[config.mk]
export PLATFORM = sky130hd
export DESIGN_NAME = frm_ctrl
export DESIGN_NICKNAME = d
export VERILOG_FILES = /design/src/rtl/frm_pkg.sv /design/src/rtl/frm_ctrl.sv
export SDC_FILE = /design/constraint.sdc
export NUM_CORES = 1
export LEC_CHECK = 0
export ABC_CLOCK_PERIOD_IN_PS = 2250
export BUFFER_PORTS_ARGS = -buffer_cell sky130_fd_sc_hd__buf_2
export CORE_AREA = 2 2 39 41
export CTS_BUF_LIST = sky130_fd_sc_hd__clkbuf_16
export DETAILED_ROUTE_END_ITERATION = 16
export DIE_AREA = 0 0 41 43
export GPL_ROUTABILITY_DRIVEN = 0
export PLACE_DENSITY = 0.46
export SYNTH_ARGS = -nofsm -noshare
export SYNTH_HDL_FRONTEND = slang
export SYNTH_SLANG_ARGS = --single-unit
[constraint.sdc]
create_clock -name aclk -period 2.25 [get_ports aclk]
set_input_delay 0.1125 -clock aclk [delete_from_list [all_inputs] [get_ports aclk]]
set_output_delay 0.1125 -clock aclk [all_outputs]
set_load 0.02 [all_outputs]
[src/rtl/frm_pkg.sv]
// Shared constants and controller/datapath handshake types for the frame rotate/mirror core.
package frm_pkg;

    localparam int DEF_MAX_WIDTH  = 256;
    localparam int DEF_MAX_HEIGHT = 256;

    localparam int CFG_IDX_W  = 2;
    localparam int CFG_DATA_W = 9;
    localparam int MODE_W     = 3;
    localparam int CHAN_W     = 8;
    localparam int PIX_W      = 3 * CHAN_W;

    localparam logic [CFG_IDX_W-1:0] REG_FRAME_WIDTH    = 2'd0;
    localparam logic [CFG_IDX_W-1:0] REG_FRAME_HEIGHT   = 2'd1;
    localparam logic [CFG_IDX_W-1:0] REG_TRANSFORM_MODE = 2'd2;

    localparam logic [CFG_DATA_W-1:0] DIM_RESET = 9'd256;

    localparam logic [MODE_W-1:0] MODE_NONE   = 3'd0;
    localparam logic [MODE_W-1:0] MODE_ROT90  = 3'd1;
    localparam logic [MODE_W-1:0] MODE_ROT180 = 3'd2;
    localparam logic [MODE_W-1:0] MODE_ROT270 = 3'd3;
    localparam logic [MODE_W-1:0] MODE_VFLIP  = 3'd4;
    localparam logic [MODE_W-1:0] MODE_HFLIP  = 3'd5;
    localparam logic [MODE_W-1:0] MODE_BOTH   = 3'd6;

    typedef struct packed {
        logic capture;
        logic load;
        logic calc;
        logic mult;
        logic read;
        logic deliver;
    } cmd_t;

    typedef struct packed {
        logic out_free;
    } status_t;

endpackage

[src/rtl/frm_ctrl.sv]
// Sequencing state machine for the frame rotate/mirror core.
module frm_ctrl (
    input  logic             aclk,
    input  logic             aresetn,
    input  logic             s_tvalid,
    input  logic             action,
    output logic             s_tready,
    input  frm_pkg::status_t status,
    output frm_pkg::cmd_t    cmd
);
    import frm_pkg::*;

    localparam logic [2:0] ST_IDLE    = 3'd0;
    localparam logic [2:0] ST_LOAD    = 3'd1;
    localparam logic [2:0] ST_CALC    = 3'd2;
    localparam logic [2:0] ST_MULT    = 3'd3;
    localparam logic [2:0] ST_READ    = 3'd4;
    localparam logic [2:0] ST_DELIVER = 3'd5;

    logic [2:0] state_reg;
    logic [2:0] state_next;
    logic       accept;

    assign s_tready = (state_reg == ST_IDLE);
    assign accept   = s_tvalid && s_tready;

    always_comb begin
        cmd         = '0;
        cmd.capture = accept;
        state_next  = state_reg;
        case (state_reg)
            ST_IDLE: begin
                if (accept) begin
                    state_next = action ? ST_CALC : ST_LOAD;
                end
            end
            ST_LOAD: begin
                cmd.load   = 1'b1;
                state_next = ST_IDLE;
            end
            ST_CALC: begin
                cmd.calc   = 1'b1;
                state_next = ST_MULT;
            end
            ST_MULT: begin
                cmd.mult   = 1'b1;
                state_next = ST_READ;
            end
            ST_READ: begin
                cmd.read   = 1'b1;
                state_next = ST_DELIVER;
            end
            ST_DELIVER: begin
                if (status.out_free) begin
                    cmd.deliver = 1'b1;
                    state_next  = ST_IDLE;
                end
            end
            default: begin
                state_next = ST_IDLE;
            end
        endcase
    end

    always_ff @(posedge aclk) begin
        if (!aresetn) begin
            state_reg <= ST_IDLE;
        end else begin
            state_reg <= state_next;
        end
    end

endmodule

==> results of run 1 <==
placed cells by master, fill, tap and decap left out, drive strengths merged:
cell type,count
buf,11
inv,2
nor3b,1
clkbuf,3
nand2,3
nor2,5
nor4b,1
o21a,1
dfxtp,3
and2,1
nand3,1
a221oi,1
a21oi,2
nand2b,1
nor3,2
kinds of logic (layout without fill, tap and decap cells):
logic type	after synthesis	after routing	share of synthesized area [%]
AOI/OAI and AO/OA	4	4	15.1
buffers and inverters	4	16	13.8
DFF	3	3	30.2
and+or+nand+nor	15	15	40.9
power groups by stage:
stage | registers, W | clock network, W | logic (W)
finish | 0.0000648 | 0.000276 | 0.0000389
global route | 0.0000657 | 0.000287 | 0.0000434
global placement | 0.0000656 | 0 | 0.0000399
CTS | 0.0000649 | 0.000283 | 0.0000396
detailed placement | 0.0000655 | 0 | 0.0000395
floorplan | 0.0000605 | 0 | 0.0000357
metal layers:
metal / track usage (%) / share of wire [%] / vias up
li1: - / - / 109
met1: 7.07 / 43 / 86
met2: 7.19 / 44 / 8
met3: 4.71 / 12 / 0
met4: 8.00 / 0 / 0
met5: 0 / 0 / -
cell type report:
cell class	count	area [um2]	share of cell area, %
Timing Repair Buffer	11	55.1	16.7
Tap cell	16	20.0	6.08
Sequential cell	3	60.1	18.3
Inverter	1	3.75	1.14
Clock buffer	3	75.1	22.8
Multi-Input combinational cell	19	111	33.8
Clock inverter	1	3.75	1.14
metrics by stage:
stage / power, W / setup slack (ps) / util (%) / hold WS [ps]
finish: 0.000380 / 1010 / 23.8 / 134
global route: 0.000396 / 903 / 23.8 / 144
CTS: 0.000387 / 994 / 23.8 / 132
detailed placement: 0.000105 / 1190 / 18.1 / 362
global placement: 0.000105 / 1210 / 18.1 / 358
floorplan: 0.0000961 / 1020 / - / 230
path summary, 6_finish.rpt:
check / slack (ps) / end
setup reg to reg: 1180 / state_reg[0]
setup / recovery: 1010 / cmd[2]
hold reg to reg: 610 / state_reg[1]
hold / removal: 130 / state_reg[2]
==> flow_metrics.py, run 1 <==
metrics = {
    "outcome": {
        "status": "completed",
    },
    "pwr": {
        "internal_power_w": 0.000303,
        "power_leakage_nw": 0.155,
        "combPwrFrac_pct": 10.2,
        "p_sw_w": 0.0000772,
        "swShare_pct": 20.3,
        "p_per_area_nw_per_um2": 1160,
        "clkPwrFrac_pct": 72.7,
        "power_frac_seq_pct": 17.0,
        "peakVddDrop_v": 0.000349,
    },
    "clock_tree": {
        "clk_latency_ps": 220,
        "clk_path_buf_depth": 2,
        "ctsRootBufferMaster": "clkbuf_16",
        "htree_num_levels": 1,
        "cts_resized": 0,
        "hold_buffers": 0,
        "postCtsSetupBuffers": 0,
        "clk_pin_slew_ps": 30,
        "cts_tree": "yes",
        "numCtsBuffers": 3,
        "cts.sinks": 3,
    },
    "placement": {
        "hpwl_um": 341,
        "placed_area_um2": 250,
        "place_inst": 50,
        "port-buffer-count": 11,
    },
    "drt": {
        "ant_nets": 0,
        "routed_wl_um": 453,
        "drc": 0,
        "vias": 203,
        "firstDrtPassIters": 3,
        "drtIter0Drc": 3,
        "routed_via_density": 3.76,
        "wl_per_cell_um": 8.39,
    },
    "setup_path": {
        "worst-setup-path-type": "flip-flop to output port",
        "cp.arrival_ps": 1130,
        "crit_start": "state_reg[0]",
        "cp.depth": 3,
        "start_kind": "flip-flop",
        "required_ps": 2140,
        "path_buf_inv": 1,
        "crit_family": "flip-flops",
        "critPathSlowestCell": "dfxtp_1",
        "end_kind": "output port",
        "r2r_start": "state_reg[0]",
        "reg2reg_depth": 3,
        "slowest_delay_ps": 500,
        "cp_max_fo": 9,
        "path_cells": "nand2_1 > nor2_1 > buf_2",
    },
    "timing": {
        "post-route-period-util_pct": 55.2,
        "hold_viol_final": 0,
        "finalSetupViolCount": 0,
        "skew_ps": 0.299,
        "fin_crit_ps": 1240,
        "tightest_slew_ps": 330,
        "rsz0062_at_grt": "no",
        "slew_headroom_pct": 78.0,
        "fmax_mhz": 806,
        "drv_slew": 0,
        "tns_ps": 0,
    },
    "final_layout": {
        "fillCellCount": 160,
        "diodes": 0,
        "drive_gt1_share_pct": 47.4,
        "largest_reg_flops": 3,
        "fin_cells": 54,
        "syn_to_final_growth_pct": 65.4,
        "fin_area_um2": 329,
        "nets": 44,
    },
    "die": {
        "dieWidth_um": 41,
        "rows": 14,
        "io_pins": 12,
        "die_h_um": 43,
        "core_um2": 1380,
        "dieArea_um2": 1760,
        "start_util_pct": 14.4,
    },
    "yosys": {
        "synth_top_area_cell": "dfxtp_1",
        "synth-async-reset-ratio_pct": 0,
        "synthesis.nets": 31,
        "synthesis.area_um2": 199,
        "synth_cells": 26,
        "ys.warnings.count": 0,
        "synthTopCellsByArea": "dfxtp_1, nor2_1, buf_6",
        "avgSynthCellArea_um2": 7.65,
        "synth_top_area_share_pct": 30.2,
        "synth-main-ff-cell": "dfxtp_1",
        "ys_seq_area_share_pct": 30.2,
        "synth-edff-count": 0,
        "netlist_top_cells_count": "nor2_1, dfxtp_1, nand2_1",
        "synth_cell_types": 18,
        "synth_seq_cells": 3,
        "synth_most_common_cell": "nor2_1",
    },
    "global_route": {
        "grt_max_degree": 10,
        "grt_pass1_vias": 173,
        "antenna_found_initial": 0,
        "grt_overflow_total": 0,
        "grt_pass1_wl_um": 683,
        "track_usage_pct": 6.63,
    },
    "worst_hold_path": {
        "worstHoldStart": "aresetn",
        "min_path_cells": 2,
        "hold_path.class": "primary input to flip-flop",
    },
    "job": {
        "maxCapViolations": 0,
    },
}
(Power assumes the default switching activity.)
==> run 2, diff against run 1 <==
Settings changed: ABC_CLOCK_PERIOD_IN_PS 2250 to 1200.
Clock period 2.25 ns to 1.2 ns, I/O delays scaled along.
==> flow_metrics.py, run 2 (synthesis results as in run 1) <==
metrics = {
    "timing": {
        "tightest_slew_ps": 253,
        "setup_slack_ps": 90.0,
        "finalSetupViolCount": 0,
        "fin_crit_ps": 1110,
        "hold_viol_final": 0,
        "rsz0062_at_grt": "no",
        "post-route-period-util_pct": 92.5,
        "tns_ps": 0,
        "hold_slack_ps": 79.9,
        "drv_slew": 0,
        "slew_headroom_pct": 82.9,
        "skew_ps": 0.852,
        "fmax_mhz": 901,
    },
    "pwr": {
        "p_per_area_nw_per_um2": 2130,
        "internal_power_w": 0.000569,
        "combPwrFrac_pct": 10.3,
        "power_leakage_nw": 0.156,
        "peakVddDrop_v": 0.000720,
        "swShare_pct": 19.9,
        "power_frac_seq_pct": 17.5,
        "clkPwrFrac_pct": 72.3,
        "p_sw_w": 0.000141,
    },
    "final_layout": {
        "largest_reg_flops": 3,
        "layout_commonest_cell": "buf_2",
        "nets": 44,
        "fin_cells": 54,
        "syn_to_final_growth_pct": 67.3,
        "drive_gt1_share_pct": 55.3,
        "post-route-util_pct": 24.1,
        "diodes": 0,
        "final_cell_mix": "buf_2, nor2_1, nand2_1, clkbuf_16, dfxtp_2",
    },
    "die": {
        "core_um2": 1380,
        "dieArea_um2": 1760,
        "io_pins": 12,
        "start_util_pct": 14.4,
        "rows": 14,
        "die_h_um": 43,
        "dieWidth_um": 41,
    },
    "global_route": {
        "grt_max_degree": 10,
        "track_usage_pct": 6.33,
        "grt_overflow_total": 0,
        "grt_pass1_wl_um": 710,
        "antenna_found_initial": 0,
        "grt_pass1_vias": 175,
    },
    "clock_tree": {
        "numCtsBuffers": 3,
        "clk_path_buf_depth": 2,
        "ctsRootBufferMaster": "clkbuf_16",
        "cts_tree": "yes",
        "htree_num_levels": 1,
        "cts.sinks": 3,
        "clk_latency_ps": 220,
        "clk_pin_slew_ps": 30,
    },
    "placement": {
        "pre_cts_ws_ps": 99.6,
        "port-buffer-count": 11,
        "place_inst": 50,
    },
    "drt": {
        "drtIter0Drc": 4,
        "routed_wl_um": 456,
        "routed_via_density": 4.02,
        "wl_per_cell_um": 8.44,
        "firstDrtPassIters": 2,
        "vias": 217,
        "drc": 0,
        "ant_nets": 0,
    },
    "job": {
        "maxCapViolations": 0,
    },
    "setup_path": {
        "required_ps": 1140,
        "worst-setup-path-type": "flip-flop to output port",
        "cp.arrival_ps": 1050,
        "start_kind": "flip-flop",
        "cp_max_fo": 8,
        "end_kind": "output port",
    },
    "worst_hold_path": {
        "hold_path.class": "primary input to flip-flop",
    },
    "outcome": {
        "status": "completed",
    },
}
==> run 2: cell types whose count changed in the layout (fill, tap and decap cells not counted) <==
cell,delta
dfxtp_1,-3
dfxtp_2,+3
==> run 2: stage by stage <==
step,total power (W),cell area [um2]
after floorplan,0.000180,199
after global placement,0.000198,250
after detailed placement,0.000197,250
after CTS,0.000717,329
after global routing,0.000747,333
final,0.000711,333
==> run 2: final timing paths <==
kind	to	start	slack, ps	cells after the start
setup / recovery	cmd[5]	state_reg[2]	90	3
hold / removal	state_reg[2]	aresetn	80	2
setup reg to reg	state_reg[0]	state_reg[0]	230	3
hold reg to reg	state_reg[1]	state_reg[2]	530	1
==> run 2: power groups by stage <==
stage	clock network (W)	logic [W]	registers [W]
3_5_place_dp	0	0.0000740	0.000123
4_1_cts	0.000520	0.0000745	0.000122
6_report	0.000513	0.0000731	0.000124
2_1_floorplan	0	0.0000669	0.000113
3_3_place_gp	0	0.0000736	0.000124
5_1_grt	0.000539	0.0000826	0.000126
==> run 2: layout make-up <==
| type | count | area [um2] |
|---|---|---|
| Tap cell | 16 | 20.0 |
| Clock buffer | 3 | 75.1 |
| Clock inverter | 1 | 3.75 |
| Multi-Input combinational cell | 19 | 111 |
| Inverter | 1 | 3.75 |
| Sequential cell | 3 | 63.8 |
| Timing Repair Buffer | 11 | 55.1 |
| Fill cell | 154 | 1050 |
==> run 2: layer usage <==
| layer | vias to the layer above | track usage [%] | part of all wire [%] |
|---|---|---|---|
| li1 | 112 | - | - |
| met2 | 8 | 7.19 | 40 |
| met5 | - | 0 | 0 |
| met3 | 0 | 4.71 | 9.4 |
| met1 | 97 | 8.04 | 50 |
| met4 | 0 | 4.00 | 0 |
==> run 2: what timing repair did <==
item,in CTS,in global routing
resized for setup,0,3
hold buffers,0,0
endpoints found under the setup margin,0,5
setup buffers,0,0
==> run 2: worst max-delay path, stage by stage (launching register included) <==
cell and delay [ps]:
dfxtp_2 350, nor3_2 190, and2_1 130, buf_2 150
==> run 3, diff against run 2 <==
Settings changed: ABC_AREA set to 1, MAX_ROUTING_LAYER set to met4, PLACE_DENSITY 0.46 to 0.48.
==> flow_metrics.py, run 3 <==
metrics = {
    "drt": {
        "routed_via_density": 3.56,
        "ant_nets": 0,
        "routed-wl-met2_um": 207,
        "highest_layer": "met3",
        "routed_wl_um": 475,
        "m1WireLength_um": 237,
        "drtIter0Drc": 7,
        "met3_length_um": 30,
        "vias": 235,
        "wl_per_cell_um": 7.20,
        "drc": 0,
        "firstDrtPassIters": 3,
    },
    "timing": {
        "tns_ps": 0,
        "rsz0062_at_grt": "no",
        "hold_viol_final": 0,
        "tightest_slew_ps": 176,
        "slew_headroom_pct": 88.3,
        "drv_slew": 0,
        "skew_ps": 2.66,
        "finalSetupViolCount": 0,
        "fmax_mhz": 887,
        "fin_crit_ps": 1130,
        "post-route-period-util_pct": 94.0,
    },
    "final_layout": {
        "fin_cells": 66,
        "syn_to_final_growth_pct": 66.1,
        "drive_gt1_share_pct": 44.0,
        "diodes": 0,
        "final_cell_mix": "inv_1, buf_2, nand3_1, nor2_2, nor2_1",
        "layout_commonest_cell": "inv_1",
        "fillCellCount": 161,
        "nets": 56,
        "area.sequential_um2": 60.1,
        "largest_reg_flops": 3,
        "multi_input_area_um2": 109,
    },
    "yosys": {
        "synth-main-ff-cell": "dfxtp_1",
        "synthAdderAreaFrac_pct": 0,
        "synth_top_area_cell": "dfxtp_1",
        "synth_seq_cells": 3,
        "synthesis.area_um2": 221,
        "synth-async-reset-ratio_pct": 0,
        "synthMuxAreaShare_pct": 0,
        "ys_seq_area_share_pct": 27.1,
        "synth-edff-count": 0,
        "synthTopCellsByArea": "dfxtp_1, inv_1, nor2_2",
        "synth_cell_types": 14,
        "synth_top_area_share_pct": 27.1,
        "synthesis.nets": 41,
        "avgSynthCellArea_um2": 6.15,
        "ys.warnings.count": 0,
        "synth_top_family_by_area": "simple AND/OR/NAND/NOR gates",
        "synth-simple-area-share_pct": 40.1,
        "synth_most_common_cell": "inv_1",
        "synth_cells": 36,
        "synthXorXnorAreaFrac_pct": 0,
        "synth_compound_area_share_pct": 9.04,
        "netlist_top_cells_count": "inv_1, nand3_1, nor2_1, nor2_2, dfxtp_1",
    },
    "worst_hold_path": {
        "hold_path.class": "primary input to flip-flop",
        "worstHoldStart": "aresetn",
        "min_path_cells": 3,
        "min_to": "state_reg[1]",
    },
    "outcome": {
        "status": "completed",
    },
    "die": {
        "core_um2": 1380,
        "die_h_um": 43,
        "io_pins": 12,
        "start_util_pct": 16.0,
        "rows": 14,
        "dieWidth_um": 41,
        "dieArea_um2": 1760,
    },
    "clock_tree": {
        "htree_num_levels": 1,
        "clk_latency_ps": 220,
        "hold_buffers": 0,
        "clk_pin_slew_ps": 30,
        "numCtsBuffers": 3,
        "cts_resized": 0,
        "postCtsSetupBuffers": 0,
        "cts_tree": "yes",
        "ctsRootBufferMaster": "clkbuf_16",
        "clk_path_buf_depth": 2,
        "cts.sinks": 3,
    },
    "setup_path": {
        "path_cells": "nor2_2 > nand2_2 > nor2_1 > buf_2",
        "end_kind": "output port",
        "cp_max_fo": 5,
        "slowest_delay_ps": 330,
        "critPathSlowestCell": "dfxtp_1",
        "required_ps": 1140,
        "crit_start": "state_reg[1]",
        "cp.arrival_ps": 1070,
        "start_kind": "flip-flop",
        "regToRegEndpoint": "state_reg[1]",
        "r2r_start": "state_reg[1]",
        "reg2reg_setup_slack_ps": 230,
        "reg2reg_depth": 6,
        "path_buf_inv": 1,
        "worst-setup-path-type": "flip-flop to output port",
        "crit_family": "simple AND/OR/NAND/NOR gates",
    },
    "global_route": {
        "grt_max_degree": 6,
        "grt_pass1_vias": 190,
        "antenna_found_initial": 0,
        "track_usage_pct": 5.75,
        "grt_overflow_total": 0,
        "grt_pass1_wl_um": 641,
    },
    "job": {
        "maxCapViolations": 0,
    },
    "placement": {
        "port-buffer-count": 11,
        "place_inst": 62,
        "hpwl_um": 382,
    },
    "pwr": {
        "peakVddDrop_v": 0.00124,
        "power_leakage_nw": 0.215,
        "p_per_area_nw_per_um2": 2060,
    },
}
[run 3: metrics by stage]
stage	worst slack (ps)	total power (W)	util, %	cell area [um2]	hold slack (ps)
floorplan	247	0.000219	-	221	217
global placement	231	0.000250	20.9	289	326
detailed placement	220	0.000251	20.9	289	325
CTS	59.8	0.000773	26.6	368	100
global route	16.1	0.000798	26.6	368	111
finish	72.4	0.000758	26.6	368	96.7
[run 3: per-layer routing]
metal | GRT usage (%) | vias to the layer above
li1 | - | 135
met1 | 6.71 | 94
met2 | 7.19 | 6
met3 | 4.71 | 0
met4 | 2.00 | 0
met5 | - | -
[run 3: worst max-delay path by stage]
stage | cells after the start | slack [ps] | to
3_3_place_gp | 6 | 230 | state_reg[1]
2_1_floorplan | 2 | 250 | cmd[4]
5_1_grt | 4 | 20 | cmd[5]
4_1_cts | 4 | 60 | cmd[5]
3_5_place_dp | 6 | 220 | state_reg[1]
6_report | 4 | 70 | cmd[5]
[run 3: cells by family after synthesis]
kind of cell / Yosys count
compound gates: 3
buf+inv: 13
flops: 3
simple gates: 17
[run 3: worst min-delay path: stages]
cell and delay, ps:
buf_2 70, inv_1 50, nor2_1 90
[run 3: report_power, final]
part	internal [W]	switching, W	total, W	leakage (nW)
clock	0.000429	0.0000816	0.000510	0.0423
sequential	0.000109	0.0000114	0.000121	0.0245
combinational	0.0000453	0.0000816	0.000127	0.148
[run 3: area by class of cell]
| type | instances | share of cell area (%) |
|---|---|---|
| multi-input cells | 20 | 29.6 |
| clock buffers | 3 | 20.4 |
| flip-flops and latches | 3 | 16.3 |
| repair buffers | 11 | 15.0 |
| inverters | 12 | 12.2 |
| well taps | 16 | 5.44 |
| clock inverters | 1 | 1.02 |
